`src/rtl/core/mcp_pkg.sv`:
```
// Shared types, character codes and helper functions for the motor command line parser.
// No dependencies; imported by every module of the block.

package mcp_pkg;

    // Default longest line, counting the slot that is never stored.
    localparam int LINE_CHARS_DEFAULT = 100;

    // Character codes used by the line matcher.
    localparam logic [7:0] CHAR_NUL   = 8'd0;
    localparam logic [7:0] CHAR_LF    = 8'd10;
    localparam logic [7:0] CHAR_CR    = 8'd13;
    localparam logic [7:0] CHAR_SPACE = 8'd32;
    localparam logic [7:0] CHAR_ZERO  = 8'd48;
    localparam logic [7:0] CHAR_NINE  = 8'd57;

    // Command word lengths.
    localparam int RIGHT_LEN       = 7;
    localparam int LEFT_LEN        = 8;
    localparam int DUTY_PREFIX_LEN = 4;

    // Decimal accumulator saturates just above the largest legal duty.
    localparam logic [6:0] NUMBER_SAT = 7'd101;
    localparam logic [6:0] DUTY_MAX   = 7'd100;

    // floor(d*255/100) = floor(d*51/20), done as d*51*3277 >> 16 (exact for d <= 100).
    localparam logic [24:0] COMPARE_SCALE = 25'd167127;

    // Result status codes.
    localparam logic [2:0] STATUS_RIGHT    = 3'd0;
    localparam logic [2:0] STATUS_LEFT     = 3'd1;
    localparam logic [2:0] STATUS_DUTY_SET = 3'd2;
    localparam logic [2:0] STATUS_DUTY_BAD = 3'd3;
    localparam logic [2:0] STATUS_UNKNOWN  = 3'd4;

    // Verdict of the parser for the byte held in the input register.
    typedef struct packed {
        logic       has_result;
        logic [2:0] status;
        logic [6:0] duty;
        logic       enable_a;
        logic       enable_b;
    } cmd_result_t;

    // Letters of the word that selects the right channel.
    function automatic logic [7:0] right_char(input logic [2:0] idx);
        logic [7:0] ch;
        case (idx)
            3'd0:    ch = 8'h44; // D
            3'd1:    ch = 8'h49; // I
            3'd2:    ch = 8'h52; // R
            3'd3:    ch = 8'h45; // E
            3'd4:    ch = 8'h49; // I
            3'd5:    ch = 8'h54; // T
            3'd6:    ch = 8'h41; // A
            default: ch = 8'h00;
        endcase
        return ch;
    endfunction

    // Letters of the word that selects the left channel.
    function automatic logic [7:0] left_char(input logic [2:0] idx);
        logic [7:0] ch;
        case (idx)
            3'd0:    ch = 8'h45; // E
            3'd1:    ch = 8'h53; // S
            3'd2:    ch = 8'h51; // Q
            3'd3:    ch = 8'h55; // U
            3'd4:    ch = 8'h45; // E
            3'd5:    ch = 8'h52; // R
            3'd6:    ch = 8'h44; // D
            3'd7:    ch = 8'h41; // A
            default: ch = 8'h00;
        endcase
        return ch;
    endfunction

    // Letters of the duty command prefix.
    function automatic logic [7:0] duty_char(input logic [1:0] idx);
        logic [7:0] ch;
        case (idx)
            2'd0:    ch = 8'h44; // D
            2'd1:    ch = 8'h55; // U
            2'd2:    ch = 8'h54; // T
            2'd3:    ch = 8'h59; // Y
            default: ch = 8'h00;
        endcase
        return ch;
    endfunction

    // PWM compare level for a duty in percent.
    function automatic logic [7:0] compare_of(input logic [6:0] duty);
        logic [24:0] product;
        product = {18'b0, duty} * COMPARE_SCALE;
        return product[23:16];
    endfunction

endpackage

```
`src/rtl/core/mcp_parser.sv`:
```
// Per-line match state and command judgment for the motor command line parser.
// Depends on mcp_pkg for character codes, command words and the result struct.

module mcp_parser #(
    parameter int LINE_CHARS = mcp_pkg::LINE_CHARS_DEFAULT
) (
    input  logic                 clk,
    input  logic                 rst_n,
    input  logic                 step,
    input  logic [7:0]           byte_in,
    output mcp_pkg::cmd_result_t result
);
    import mcp_pkg::*;

    localparam int LEN_W = $clog2(LINE_CHARS);

    logic [LEN_W-1:0] line_len_reg, line_len_next;
    logic [LEN_W-1:0] text_len_reg, text_len_next;
    logic             text_ended_reg, text_ended_next;
    logic             right_match_reg, right_match_next;
    logic             left_match_reg, left_match_next;
    logic             duty_match_reg, duty_match_next;
    logic             past_spaces_reg, past_spaces_next;
    logic             digits_valid_reg, digits_valid_next;
    logic [6:0]       number_reg, number_next;
    logic [6:0]       duty_reg, duty_next;
    logic             enable_a_reg, enable_a_next;
    logic             enable_b_reg, enable_b_next;

    logic             end_of_line;
    logic [10:0]      number_acc;

    assign end_of_line = (byte_in == CHAR_LF) || (byte_in == CHAR_CR);

    // Decimal accumulate: number * 10 + digit.
    assign number_acc = ({4'b0, number_reg} << 3) + ({4'b0, number_reg} << 1)
                      + {7'b0, byte_in[3:0]};

    // Next line state and the verdict at a line end.
    always_comb
    begin
        line_len_next     = line_len_reg;
        text_len_next     = text_len_reg;
        text_ended_next   = text_ended_reg;
        right_match_next  = right_match_reg;
        left_match_next   = left_match_reg;
        duty_match_next   = duty_match_reg;
        past_spaces_next  = past_spaces_reg;
        digits_valid_next = digits_valid_reg;
        number_next       = number_reg;
        duty_next         = duty_reg;
        enable_a_next     = enable_a_reg;
        enable_b_next     = enable_b_reg;
        result            = '0;

        if (!end_of_line)
        begin
            // Bytes beyond the line limit are dropped.
            if (line_len_reg < LEN_W'(LINE_CHARS - 1))
            begin
                line_len_next = line_len_reg + 1'b1;
                if (!text_ended_reg)
                begin
                    if (byte_in == CHAR_NUL)
                    begin
                        text_ended_next = 1'b1;
                    end
                    else
                    begin
                        if (text_len_reg < LEN_W'(RIGHT_LEN))
                        begin
                            if (byte_in != right_char(text_len_reg[2:0]))
                            begin
                                right_match_next = 1'b0;
                            end
                        end
                        else
                        begin
                            right_match_next = 1'b0;
                        end

                        if (text_len_reg < LEN_W'(LEFT_LEN))
                        begin
                            if (byte_in != left_char(text_len_reg[2:0]))
                            begin
                                left_match_next = 1'b0;
                            end
                        end
                        else
                        begin
                            left_match_next = 1'b0;
                        end

                        // Duty prefix, then leading spaces, then digits only.
                        if (text_len_reg < LEN_W'(DUTY_PREFIX_LEN))
                        begin
                            if (byte_in != duty_char(text_len_reg[1:0]))
                            begin
                                duty_match_next = 1'b0;
                            end
                        end
                        else if (!((byte_in == CHAR_SPACE) && !past_spaces_reg))
                        begin
                            past_spaces_next = 1'b1;
                            if (byte_in inside {[CHAR_ZERO:CHAR_NINE]})
                            begin
                                number_next = (number_acc > {4'b0, NUMBER_SAT}) ?
                                              NUMBER_SAT : number_acc[6:0];
                            end
                            else
                            begin
                                digits_valid_next = 1'b0;
                            end
                        end

                        text_len_next = text_len_reg + 1'b1;
                    end
                end
            end
        end
        else
        begin
            // A line end judges the text, if any, and clears the line state.
            if (text_len_reg != '0)
            begin
                result.has_result = 1'b1;
                if (right_match_reg && (text_len_reg == LEN_W'(RIGHT_LEN)))
                begin
                    enable_a_next = 1'b1;
                    enable_b_next = 1'b0;
                    result.status = STATUS_RIGHT;
                end
                else if (left_match_reg && (text_len_reg == LEN_W'(LEFT_LEN)))
                begin
                    enable_a_next = 1'b0;
                    enable_b_next = 1'b1;
                    result.status = STATUS_LEFT;
                end
                else if (duty_match_reg && (text_len_reg >= LEN_W'(DUTY_PREFIX_LEN)))
                begin
                    if (digits_valid_reg && (number_reg <= DUTY_MAX))
                    begin
                        duty_next     = number_reg;
                        result.status = STATUS_DUTY_SET;
                    end
                    else
                    begin
                        result.status = STATUS_DUTY_BAD;
                    end
                end
                else
                begin
                    result.status = STATUS_UNKNOWN;
                end
            end
            line_len_next     = '0;
            text_len_next     = '0;
            text_ended_next   = 1'b0;
            right_match_next  = 1'b1;
            left_match_next   = 1'b1;
            duty_match_next   = 1'b1;
            past_spaces_next  = 1'b0;
            digits_valid_next = 1'b1;
            number_next       = '0;
        end

        result.duty     = duty_next;
        result.enable_a = enable_a_next;
        result.enable_b = enable_b_next;
    end

    // State advances only when the held byte moves on.
    always_ff @(posedge clk or negedge rst_n)
    begin
        if (!rst_n)
        begin
            line_len_reg     <= '0;
            text_len_reg     <= '0;
            text_ended_reg   <= 1'b0;
            right_match_reg  <= 1'b1;
            left_match_reg   <= 1'b1;
            duty_match_reg   <= 1'b1;
            past_spaces_reg  <= 1'b0;
            digits_valid_reg <= 1'b1;
            number_reg       <= '0;
            duty_reg         <= '0;
            enable_a_reg     <= 1'b0;
            enable_b_reg     <= 1'b0;
        end
        else if (step)
        begin
            line_len_reg     <= line_len_next;
            text_len_reg     <= text_len_next;
            text_ended_reg   <= text_ended_next;
            right_match_reg  <= right_match_next;
            left_match_reg   <= left_match_next;
            duty_match_reg   <= duty_match_next;
            past_spaces_reg  <= past_spaces_next;
            digits_valid_reg <= digits_valid_next;
            number_reg       <= number_next;
            duty_reg         <= duty_next;
            enable_a_reg     <= enable_a_next;
            enable_b_reg     <= enable_b_next;
        end
    end

endmodule

```
`src/rtl/core/motor_command_line_parser.sv`:
```
// Motor command line parser: takes serial bytes, gives one result word per command line.
// Depends on mcp_pkg and mcp_parser.
//
// Usage:
//   Input channel (in_valid/in_ready, rx_byte) takes one received byte per word.
//   CR or LF ends a line; a line with text gives one result word on the output
//   channel (out_valid/out_ready): status, duty_percent, compare_value and the
//   two channel enables. Lines without text give nothing.
//   A taken byte waits in the input register; its result goes to the result register.
//   Throughput: one byte per cycle while no line end with text waits on a stall,
//   set by the single input register feeding the match logic and the result register.
//   While a result word waits on a stalled output, bytes that make no result
//   keep flowing; the next line end with text waits in the input register and
//   holds in_ready low until the pending result is taken.
//   Reset clears the line state, the duty to 0 and both enables, and empties
//   the input and result registers.

module motor_command_line_parser #(
    parameter int LINE_CHARS = mcp_pkg::LINE_CHARS_DEFAULT
) (
    input  logic       clk,
    input  logic       rst_n,
    input  logic       in_valid,
    output logic       in_ready,
    input  logic [7:0] rx_byte,
    output logic       out_valid,
    input  logic       out_ready,
    output logic [2:0] status,
    output logic [6:0] duty_percent,
    output logic [7:0] compare_value,
    output logic       channel_a_on,
    output logic       channel_b_on
);
    import mcp_pkg::*;

    logic        hold_valid_reg;
    logic [7:0]  hold_byte_reg;
    logic        out_valid_reg;
    logic [2:0]  status_reg;
    logic [6:0]  duty_reg;
    logic [7:0]  compare_reg;
    logic        chan_a_reg;
    logic        chan_b_reg;

    cmd_result_t result;
    logic        out_free;
    logic        hold_fire;

    mcp_parser #(
        .LINE_CHARS (LINE_CHARS)
    ) u_parser (
        .clk     (clk),
        .rst_n   (rst_n),
        .step    (hold_fire),
        .byte_in (hold_byte_reg),
        .result  (result)
    );

    // The held byte moves on unless it makes a result and the output is full.
    assign out_free  = !out_valid_reg || out_ready;
    assign hold_fire = hold_valid_reg && (!result.has_result || out_free);
    assign in_ready  = !hold_valid_reg || hold_fire;

    // Input register.
    always_ff @(posedge clk or negedge rst_n)
    begin
        if (!rst_n)
        begin
            hold_valid_reg <= 1'b0;
        end
        else if (in_ready)
        begin
            hold_valid_reg <= in_valid;
        end
    end

    always_ff @(posedge clk)
    begin
        if (in_valid && in_ready)
        begin
            hold_byte_reg <= rx_byte;
        end
    end

    // Result register.
    always_ff @(posedge clk or negedge rst_n)
    begin
        if (!rst_n)
        begin
            out_valid_reg <= 1'b0;
        end
        else if (hold_fire && result.has_result)
        begin
            out_valid_reg <= 1'b1;
        end
        else if (out_ready)
        begin
            out_valid_reg <= 1'b0;
        end
    end

    always_ff @(posedge clk)
    begin
        if (hold_fire && result.has_result)
        begin
            status_reg  <= result.status;
            duty_reg    <= result.duty;
            compare_reg <= compare_of(result.duty);
            chan_a_reg  <= result.enable_a;
            chan_b_reg  <= result.enable_b;
        end
    end

    assign out_valid     = out_valid_reg;
    assign status        = status_reg;
    assign duty_percent  = duty_reg;
    assign compare_value = compare_reg;
    assign channel_a_on  = chan_a_reg;
    assign channel_b_on  = chan_b_reg;

endmodule

```
`config.mk`:
```
export PLATFORM = sky130hd
export DESIGN_NAME = motor_command_line_parser
export DESIGN_NICKNAME = d
export VERILOG_FILES = /design/src/rtl/core/mcp_pkg.sv /design/src/rtl/core/mcp_parser.sv /design/src/rtl/core/motor_command_line_parser.sv
export SDC_FILE = /design/constraint.sdc
export NUM_CORES = 1
export LEC_CHECK = 0
export BUFFER_PORTS_ARGS = -buffer_cell sky130_fd_sc_hd__buf_2
export CORE_MARGIN = 10
export CORE_UTILIZATION = 56
export CTS_CLUSTER_SIZE = 14
export DETAILED_ROUTE_END_ITERATION = 12
export GPL_TIMING_DRIVEN = 0
export PLACE_DENSITY = 0.77
export SYNTH_ARGS = -nofsm -noshare
export SYNTH_HDL_FRONTEND = slang
export SYNTH_SLANG_ARGS = --single-unit
```
`constraint.sdc`:
```
create_clock -name clk -period 5.11 [get_ports clk]
set_input_delay 0.511 -clock clk [delete_from_list [all_inputs] [get_ports clk]]
set_output_delay 0.511 -clock clk [all_outputs]
set_load 0.005 [all_outputs]
```
==> results of run 1 <==
per-layer routing:
metal  wire (um)  vias up  GRT usage, %
li1            -     2050             -
met1        5647     2147         22.34
met2        6845      150         31.05
met3         750       23         3.617
met4         238        0         6.641
met5           0        -             0
power by group:
group	total, mW	internal, mW	switching [mW]
registers	0.718	0.617	0.100
clock network	0.387	0.174	0.213
logic	0.617	0.276	0.341
total	1.72	1.07	0.655
how the worst max path moves through the flow:
stage | end | depth (start not counted)
final | compare_value[7] | 20
after global placement | compare_value[7] | 21
after detailed placement | compare_value[7] | 19
after floorplan | compare_value[7] | 18
after global routing | compare_value[7] | 19
after CTS | compare_value[7] | 19
cell families (layout without fill, tap and decap cells):
| family | count (synthesis) | after routing | share of synthesized area [%] |
|---|---|---|---|
| buffers and inverters | 65 | 152 | 4.726 |
| muxes | 13 | 13 | 2.536 |
| adders and majority gates | 105 | 105 | 27.52 |
| xor gates and xnor gates | 30 | 30 | 4.841 |
| AOI/OAI and AO/OA | 98 | 98 | 11.96 |
| and+or+nand+nor | 154 | 154 | 15.31 |
| DFF | 66 | 66 | 33.10 |
what timing repair did:
action | in CTS | in global routing
buffers inserted | 29 | 9
hold buffers | 0 | 0
endpoints found under the setup margin | 8 | 8
gates cloned | 0 | 0
pin swaps | 33 | 25
gates resized for setup | 43 | 27
endpoints found under the hold margin | 0 | 0
critical path: stages, from the launching register on:
cell and delay [ns]:
dfrtp_2 0.45, nor4_4 0.39, buf_4 0.19, a21boi_4 0.07
and3_4 0.22, nand2_8 0.10, mux2i_4 0.31, fa_1 0.48
fa_1 0.52, inv_2 0.05, fa_1 0.50, fa_1 0.46
ha_4 0.32, and3_4 0.22, nand3_4 0.11, nor3_2 0.13
and3_4 0.21, o21ai_2 0.07, nand4b_1 0.14, a31oi_2 0.11
xnor2_1 0.13
cell usage after synthesis, types with 3 or more instances:
library cell,number
a211oi_1,3
a21o_1,5
a21oi_1,21
a31oi_1,4
and2_1,7
and3_1,4
buf_2,7
clkbuf_1,5
dfrtp_1,34
dfstp_2,4
edfxtp_1,28
fa_1,24
ha_1,81
inv_1,52
mux2_2,6
mux2i_1,7
nand2_1,33
nand2b_1,4
nand3_1,19
nand4_1,5
nor2_1,37
nor3_1,12
nor3_2,3
nor4_1,3
o21a_1,4
o21ai_0,31
o21ai_1,3
o31ai_1,3
or3_1,3
xnor2_1,12
xor2_1,18
layout make-up:
| type | count | area [um2] |
|---|---|---|
| multi-input combinational | 400 | 3819 |
| buffer | 13 | 70.07 |
| inverter | 52 | 197.7 |
| timing repair buffer | 71 | 454.2 |
| tap | 129 | 161.4 |
| clock buffer | 9 | 123.9 |
| clock inverter | 7 | 46.29 |
| fill | 618 | 2651 |
| sequential | 66 | 1804 |
through the flow:
stage | setup TNS (ns) | total power, mW | instance area [um2] | util, %
detailed placement | -4.410 | 1.256 | 5868 | 62.91
global placement | -3.207 | 1.232 | 5866 | 62.88
floorplan | -0.00009237 | 1.129 | 5539 | -
CTS | -1.164 | 1.674 | 6487 | 69.55
finish | -2.015 | 1.722 | 6676 | 71.58
global route | -3.340 | 1.828 | 6676 | 71.58
==> run_results.csv, run 1 <==
group,metric,value,unit
timing,timing.final.crit_share,106.4,%
cts,clock-root-buffer,"clkbuf_8",
cells_and_area,drive_above_1_share,29.94,%
timing,worstMarginPinSlew,1.060,ns
floorplan,pin_count,34,
yosys,ys_seq_area_share,33.10,%
place,place_inst,693,
yosys,netlist-cell-type-count,66,
floorplan,placementRows,35,
setup_path,worstSetupPathType,"reg2reg",
grt,grt_first_pass_wirelength,21320,um
place,numPortBuffers,33,
pwr,p_leak,3.282,nW
cts,clk_pin_slew,0.08,ns
floorplan,die_area,14030,um2
cells_and_area,antenna_cells,0,
floorplan,coreArea,9328,um2
place,gp_congestion,0.8926,
setup_path,timing.rr.start,"u_parser.text_len_reg[5]",
detailed_routing,drtAntennaViolNets,0,
grt,groute.usage.overall,18.21,%
pwr,ir_drop,0.0002005,V
setup_path,crit_arrival,5.54,ns
floorplan,die_h,118.5,um
setup_path,critPathCaptureType,"flip-flop",
cells_and_area,fin_cells,747,
setup_path,critPathLaunchType,"flip-flop",
yosys,ys_ff_latch,66,
setup_path,cp_max_fo,4,
cts,cts_tree,"built",
timing,fin_ws,-0.3269,ns
setup_path,cp.required,5.21,ns
detailed_routing,num_vias,4370,
yosys,ys.flop_type,"dfrtp_1",
yosys,synth_nets,648,
cts,cts_made_buffers,9,
detailed_routing,routed_via_density,5.850,
setup_path,r2r_slack,-0.33,ns
place,dp.final_hpwl,9158,um
job,cap_viol_max_count,0,
cells_and_area,fin_nets,730,
timing,slew_viol_final,0,
cells_and_area,mostFrequentLayoutCells,"69 x ha_1, 43 x inv_1, 39 x buf_4",
setup_path,rr_endpoint,"compare_value[7]",
yosys,syn_inst,531,
yosys,yosysTopAreaCell,"ha_1",
detailed_routing,first_iter_violations,249,
cts,cts.sinks,66,
grt,antenna_found_initial,0,
grt,grt.overflow.total,0,
cells_and_area,area_growth,23.01,%
grt,grt_pass1_vias,4378,
timing,skew,0.01170,ns
yosys,syn_area_per_cell,10.22,um2
timing,hold_viol_final,0,
detailed_routing,wl_per_cell,18.05,um
cells_and_area,final_common_cell,"ha_1",
cts,clock_latency,0.35,ns
yosys,synth_area,5428,um2
detailed_routing,drt_wl_total,13480,um
timing,whs,0.2722,ns
place,pre_cts_ws,-0.6991,ns
setup_path,reg2regPathDepth,20,
setup_path,critical_path.startpoint,"u_parser.text_len_reg[5]",
yosys,async_reset_ff_share,57.58,%
cts,clock_path_buffers,2,
timing,fmax,183.9,MHz
run_status,violations,"setup timing",
detailed_routing,dr.pass1.iters,5,
timing,rsz0062_at_grt,"yes",
floorplan,die_w,118.5,um
timing,finalCriticalPeriod,5.437,ns
yosys,synth_area_leaders,"ha_1 19%, dfrtp_1 16%, edfxtp_1 15%",
grt,grt_max_degree,39,
pwr,powerDensity,257.9,nW/um2
timing,slew_headroom,27.29,%
yosys,synth_top_area_share,18.67,%
timing,setup_violations,8,
yosys,synth_enable_flop_cells,28,
run_status,outcome,"finished with violations",
hold_path,hold_class,"in2async",
cts,h-tree-depth,3,
yosys,ys_warn_count,0,
floorplan,start_util,58.19,%
detailed_routing,drc_errors,0,
Note: power is estimated with default switching activity, not from simulation.
==> run 2, diff against run 1 <==
Settings changed: ABC_AREA set to 1.
==> run 2 against run 1 <==
Against the previous run:
- the flow now finishes without violations
- critical endpoint unchanged
- synthesized cell count is 27% higher
- clock skew grew 0.0052 ns
- final area is 3.7% higher
- sequential cell count unchanged
- setup slack improved by 0.34 ns
- global-route usage up 1.4 points
- critical path type unchanged
- routed wire length is 8.6% higher
- die area grew 4.9%
- sequential power decreased by 4.3%
- sequential share of layout area shrank 1.0 points
==> run_results.csv, run 2 <==
group,metric,value,unit
run_status,outcome,"finished clean",
setup_path,cp.required,5.19,ns
yosys,synth_area,5749,um2
yosys,syn_inst,673,
detailed_routing,num_vias,4956,
timing,setup_violations,0,
grt,antenna_found_initial,0,
timing,finalCriticalPeriod,5.097,ns
detailed_routing,drtAntennaViolNets,0,
detailed_routing,routed_via_density,5.537,
cells_and_area,fin_nets,874,
cells_and_area,area_growth,20.44,%
pwr,powerDensity,268.7,nW/um2
setup_path,cp_max_fo,5,
detailed_routing,wl_per_cell,16.36,um
yosys,yosys-top-cells-count,"142 x nand2_1, 104 x inv_1, 81 x ha_1",
cts,cts_made_buffers,9,
yosys,yosysTopAreaCell,"ha_1",
grt,grt_first_pass_wirelength,23640,um
place,place_inst,840,
grt,groute.usage.overall,19.58,%
grt,grt.overflow.total,0,
yosys,async_reset_ff_share,57.58,%
floorplan,die_w,121.3,um
timing,slew_headroom,40.99,%
timing,worstMarginPinSlew,0.8852,ns
yosys,yosysMostFrequentCell,"nand2_1",
place,numPortBuffers,33,
cts,clock_path_buffers,2,
yosys,ys_ff_latch,66,
timing,slew_viol_final,0,
yosys,syn_area_per_cell,8.543,um2
grt,grt_max_degree,39,
floorplan,placementRows,36,
cts,cts.sinks,66,
yosys,netlist-cell-type-count,51,
timing,timing.final.crit_share,99.75,%
yosys,synth_top_area_share,17.63,%
floorplan,die_area,14720,um2
cells_and_area,drive_above_1_share,23.62,%
detailed_routing,drc_errors,0,
detailed_routing,dr.pass1.iters,5,
pwr,p_leak,3.557,nW
place,gp_congestion,0.9342,
place,dp.final_hpwl,11030,um
setup_path,worstSetupPathType,"reg2reg",
setup_path,critPathCaptureType,"flip-flop",
detailed_routing,first_iter_violations,349,
cells_and_area,fin_cells,895,
timing,whs,0.2815,ns
timing,hold_viol_final,0,
yosys,ys_warn_count,0,
yosys,ys_seq_area_share,31.25,%
floorplan,coreArea,9910,um2
yosys,synth_enable_flop_cells,28,
cells_and_area,utilization,69.87,%
timing,skew,0.01694,ns
cells_and_area,mostFrequentLayoutCells,"134 x nand2_1, 96 x inv_1, 70 x ha_1",
yosys,ys.flop_type,"dfrtp_1",
cts,clock-root-buffer,"clkbuf_8",
pwr,ir_drop,0.0001833,V
floorplan,die_h,121.3,um
floorplan,start_util,58.02,%
setup_path,crit_arrival,5.18,ns
timing,rsz0062_at_grt,"yes",
cts,clock_latency,0.35,ns
cts,cts_hold_buffers,0,
hold_path,hold_class,"in2async",
setup_path,critPathLaunchType,"flip-flop",
yosys,synth_nets,790,
cts,clk_pin_slew,0.08,ns
grt,grt_pass1_vias,4819,
cts,h-tree-depth,3,
detailed_routing,drt_wl_total,14640,um
cells_and_area,nFillCells,772,
cells_and_area,final_common_cell,"nand2_1",
cts,cts_tree,"built",
floorplan,pin_count,34,
timing,fmax,196.2,MHz
yosys,synth_area_leaders,"ha_1 18%, dfrtp_1 15%, edfxtp_1 15%",
cells_and_area,antenna_cells,0,
job,cap_viol_max_count,0,
[run 2: metrics by stage]
stage	setup WS, ns	power, mW	area, um2	setup TNS (ns)
6_report	0.01274	1.860	6924	0
5_1_grt	-0.2226	1.975	6924	-0.5908
4_1_cts	0.002616	1.780	6570	0
3_5_place_dp	-0.8860	1.228	6098	-4.893
3_3_place_gp	-0.8440	1.214	6081	-4.587
2_1_floorplan	0.04430	1.096	5749	0
[run 2: worst max-delay path, stage by stage, from the launching register on]
cell and delay (ns):
edfxtp_1 0.42, buf_6 0.16, nor2_4 0.10, nand2_1 0.06
nand2_2 0.12, nand3_4 0.09, nor2_4 0.14, nand2_4 0.09
buf_6 0.14, nand2_1 0.07, o21ai_2 0.09, fa_1 0.49
fa_1 0.50, inv_2 0.05, fa_1 0.49, fa_1 0.54
ha_4 0.31, nand2_1 0.07, nand2_2 0.09, a31oi_1 0.06
o211a_1 0.22, o211ai_1 0.28, nand2_1 0.10, nand2_1 0.09
xor2_1 0.06
[run 2: worst paths after layout]
kind / startpoint / endpoint / slack [ns] / cells past startpoint
hold / removal: rst_n / u_parser.line_len_reg[5] / 0.28 / 1
max in group asynchronous: rst_n / u_parser.text_len_reg[1] / 4.21 / 1
hold reg to reg: u_parser.duty_match_reg / u_parser.duty_match_reg / 0.47 / 2
setup reg to reg: hold_byte_reg[1] / compare_value[7] / 0.01 / 24
min in group clk: rx_byte[3] / hold_byte_reg[3] / 0.34 / 1
setup / recovery: hold_byte_reg[1] / compare_value[7] / 0.01 / 24
[run 2: cell type report]
cell class                 instances  area [um2]  area share, %
sequential                        66        1802          26.02
inverter                         110       432.9          6.252
timing repair buffer              73       480.5          6.939
clock inverter                     5       76.32          1.102
multi-input combinational        492        3770          54.45
clock buffer                      11       151.4          2.186
buffer                             5       45.04         0.6505
tap                              133       166.4          2.403
[run 2: cell families (layout without fill, tap and decap cells)]
kind of cell             after synthesis  in the layout  synth area share [%]
AND/OR/NAND/NOR                      265            265                 21.35
flip-flops                            66             66                 31.25
adder cells (fa/ha/maj)              105            105                 25.98
AO/OA/AOI/OAI                        106            106                 10.95
buffers and inverters                115            204                 8.030
XOR/XNOR                              16             16                 2.437
[run 2: per-layer routing]
layer  share of wire [%]  global-route usage, %  up-vias
met5                   0                      0        -
met2                  48                  31.12      156
met3                 6.3                  3.723       24
li1                    -                      -     2405
met1                  44                  26.71     2371
met4                 1.7                  5.067        0
[run 2: where the power goes]
group          total (mW)  internal, mW  switching, mW
Clock               0.503         0.299          0.204
Sequential          0.687         0.625         0.0623
Combinational       0.670         0.274          0.396
Total                1.86          1.20          0.662
[run 2: timing repair]
item	CTS	global route
endpoints found under the hold margin	0	0
setup endpoints to repair	8	7
buffers inserted	11	27
gates cloned	1	0
gates resized for setup	41	38
pin swaps	11	21
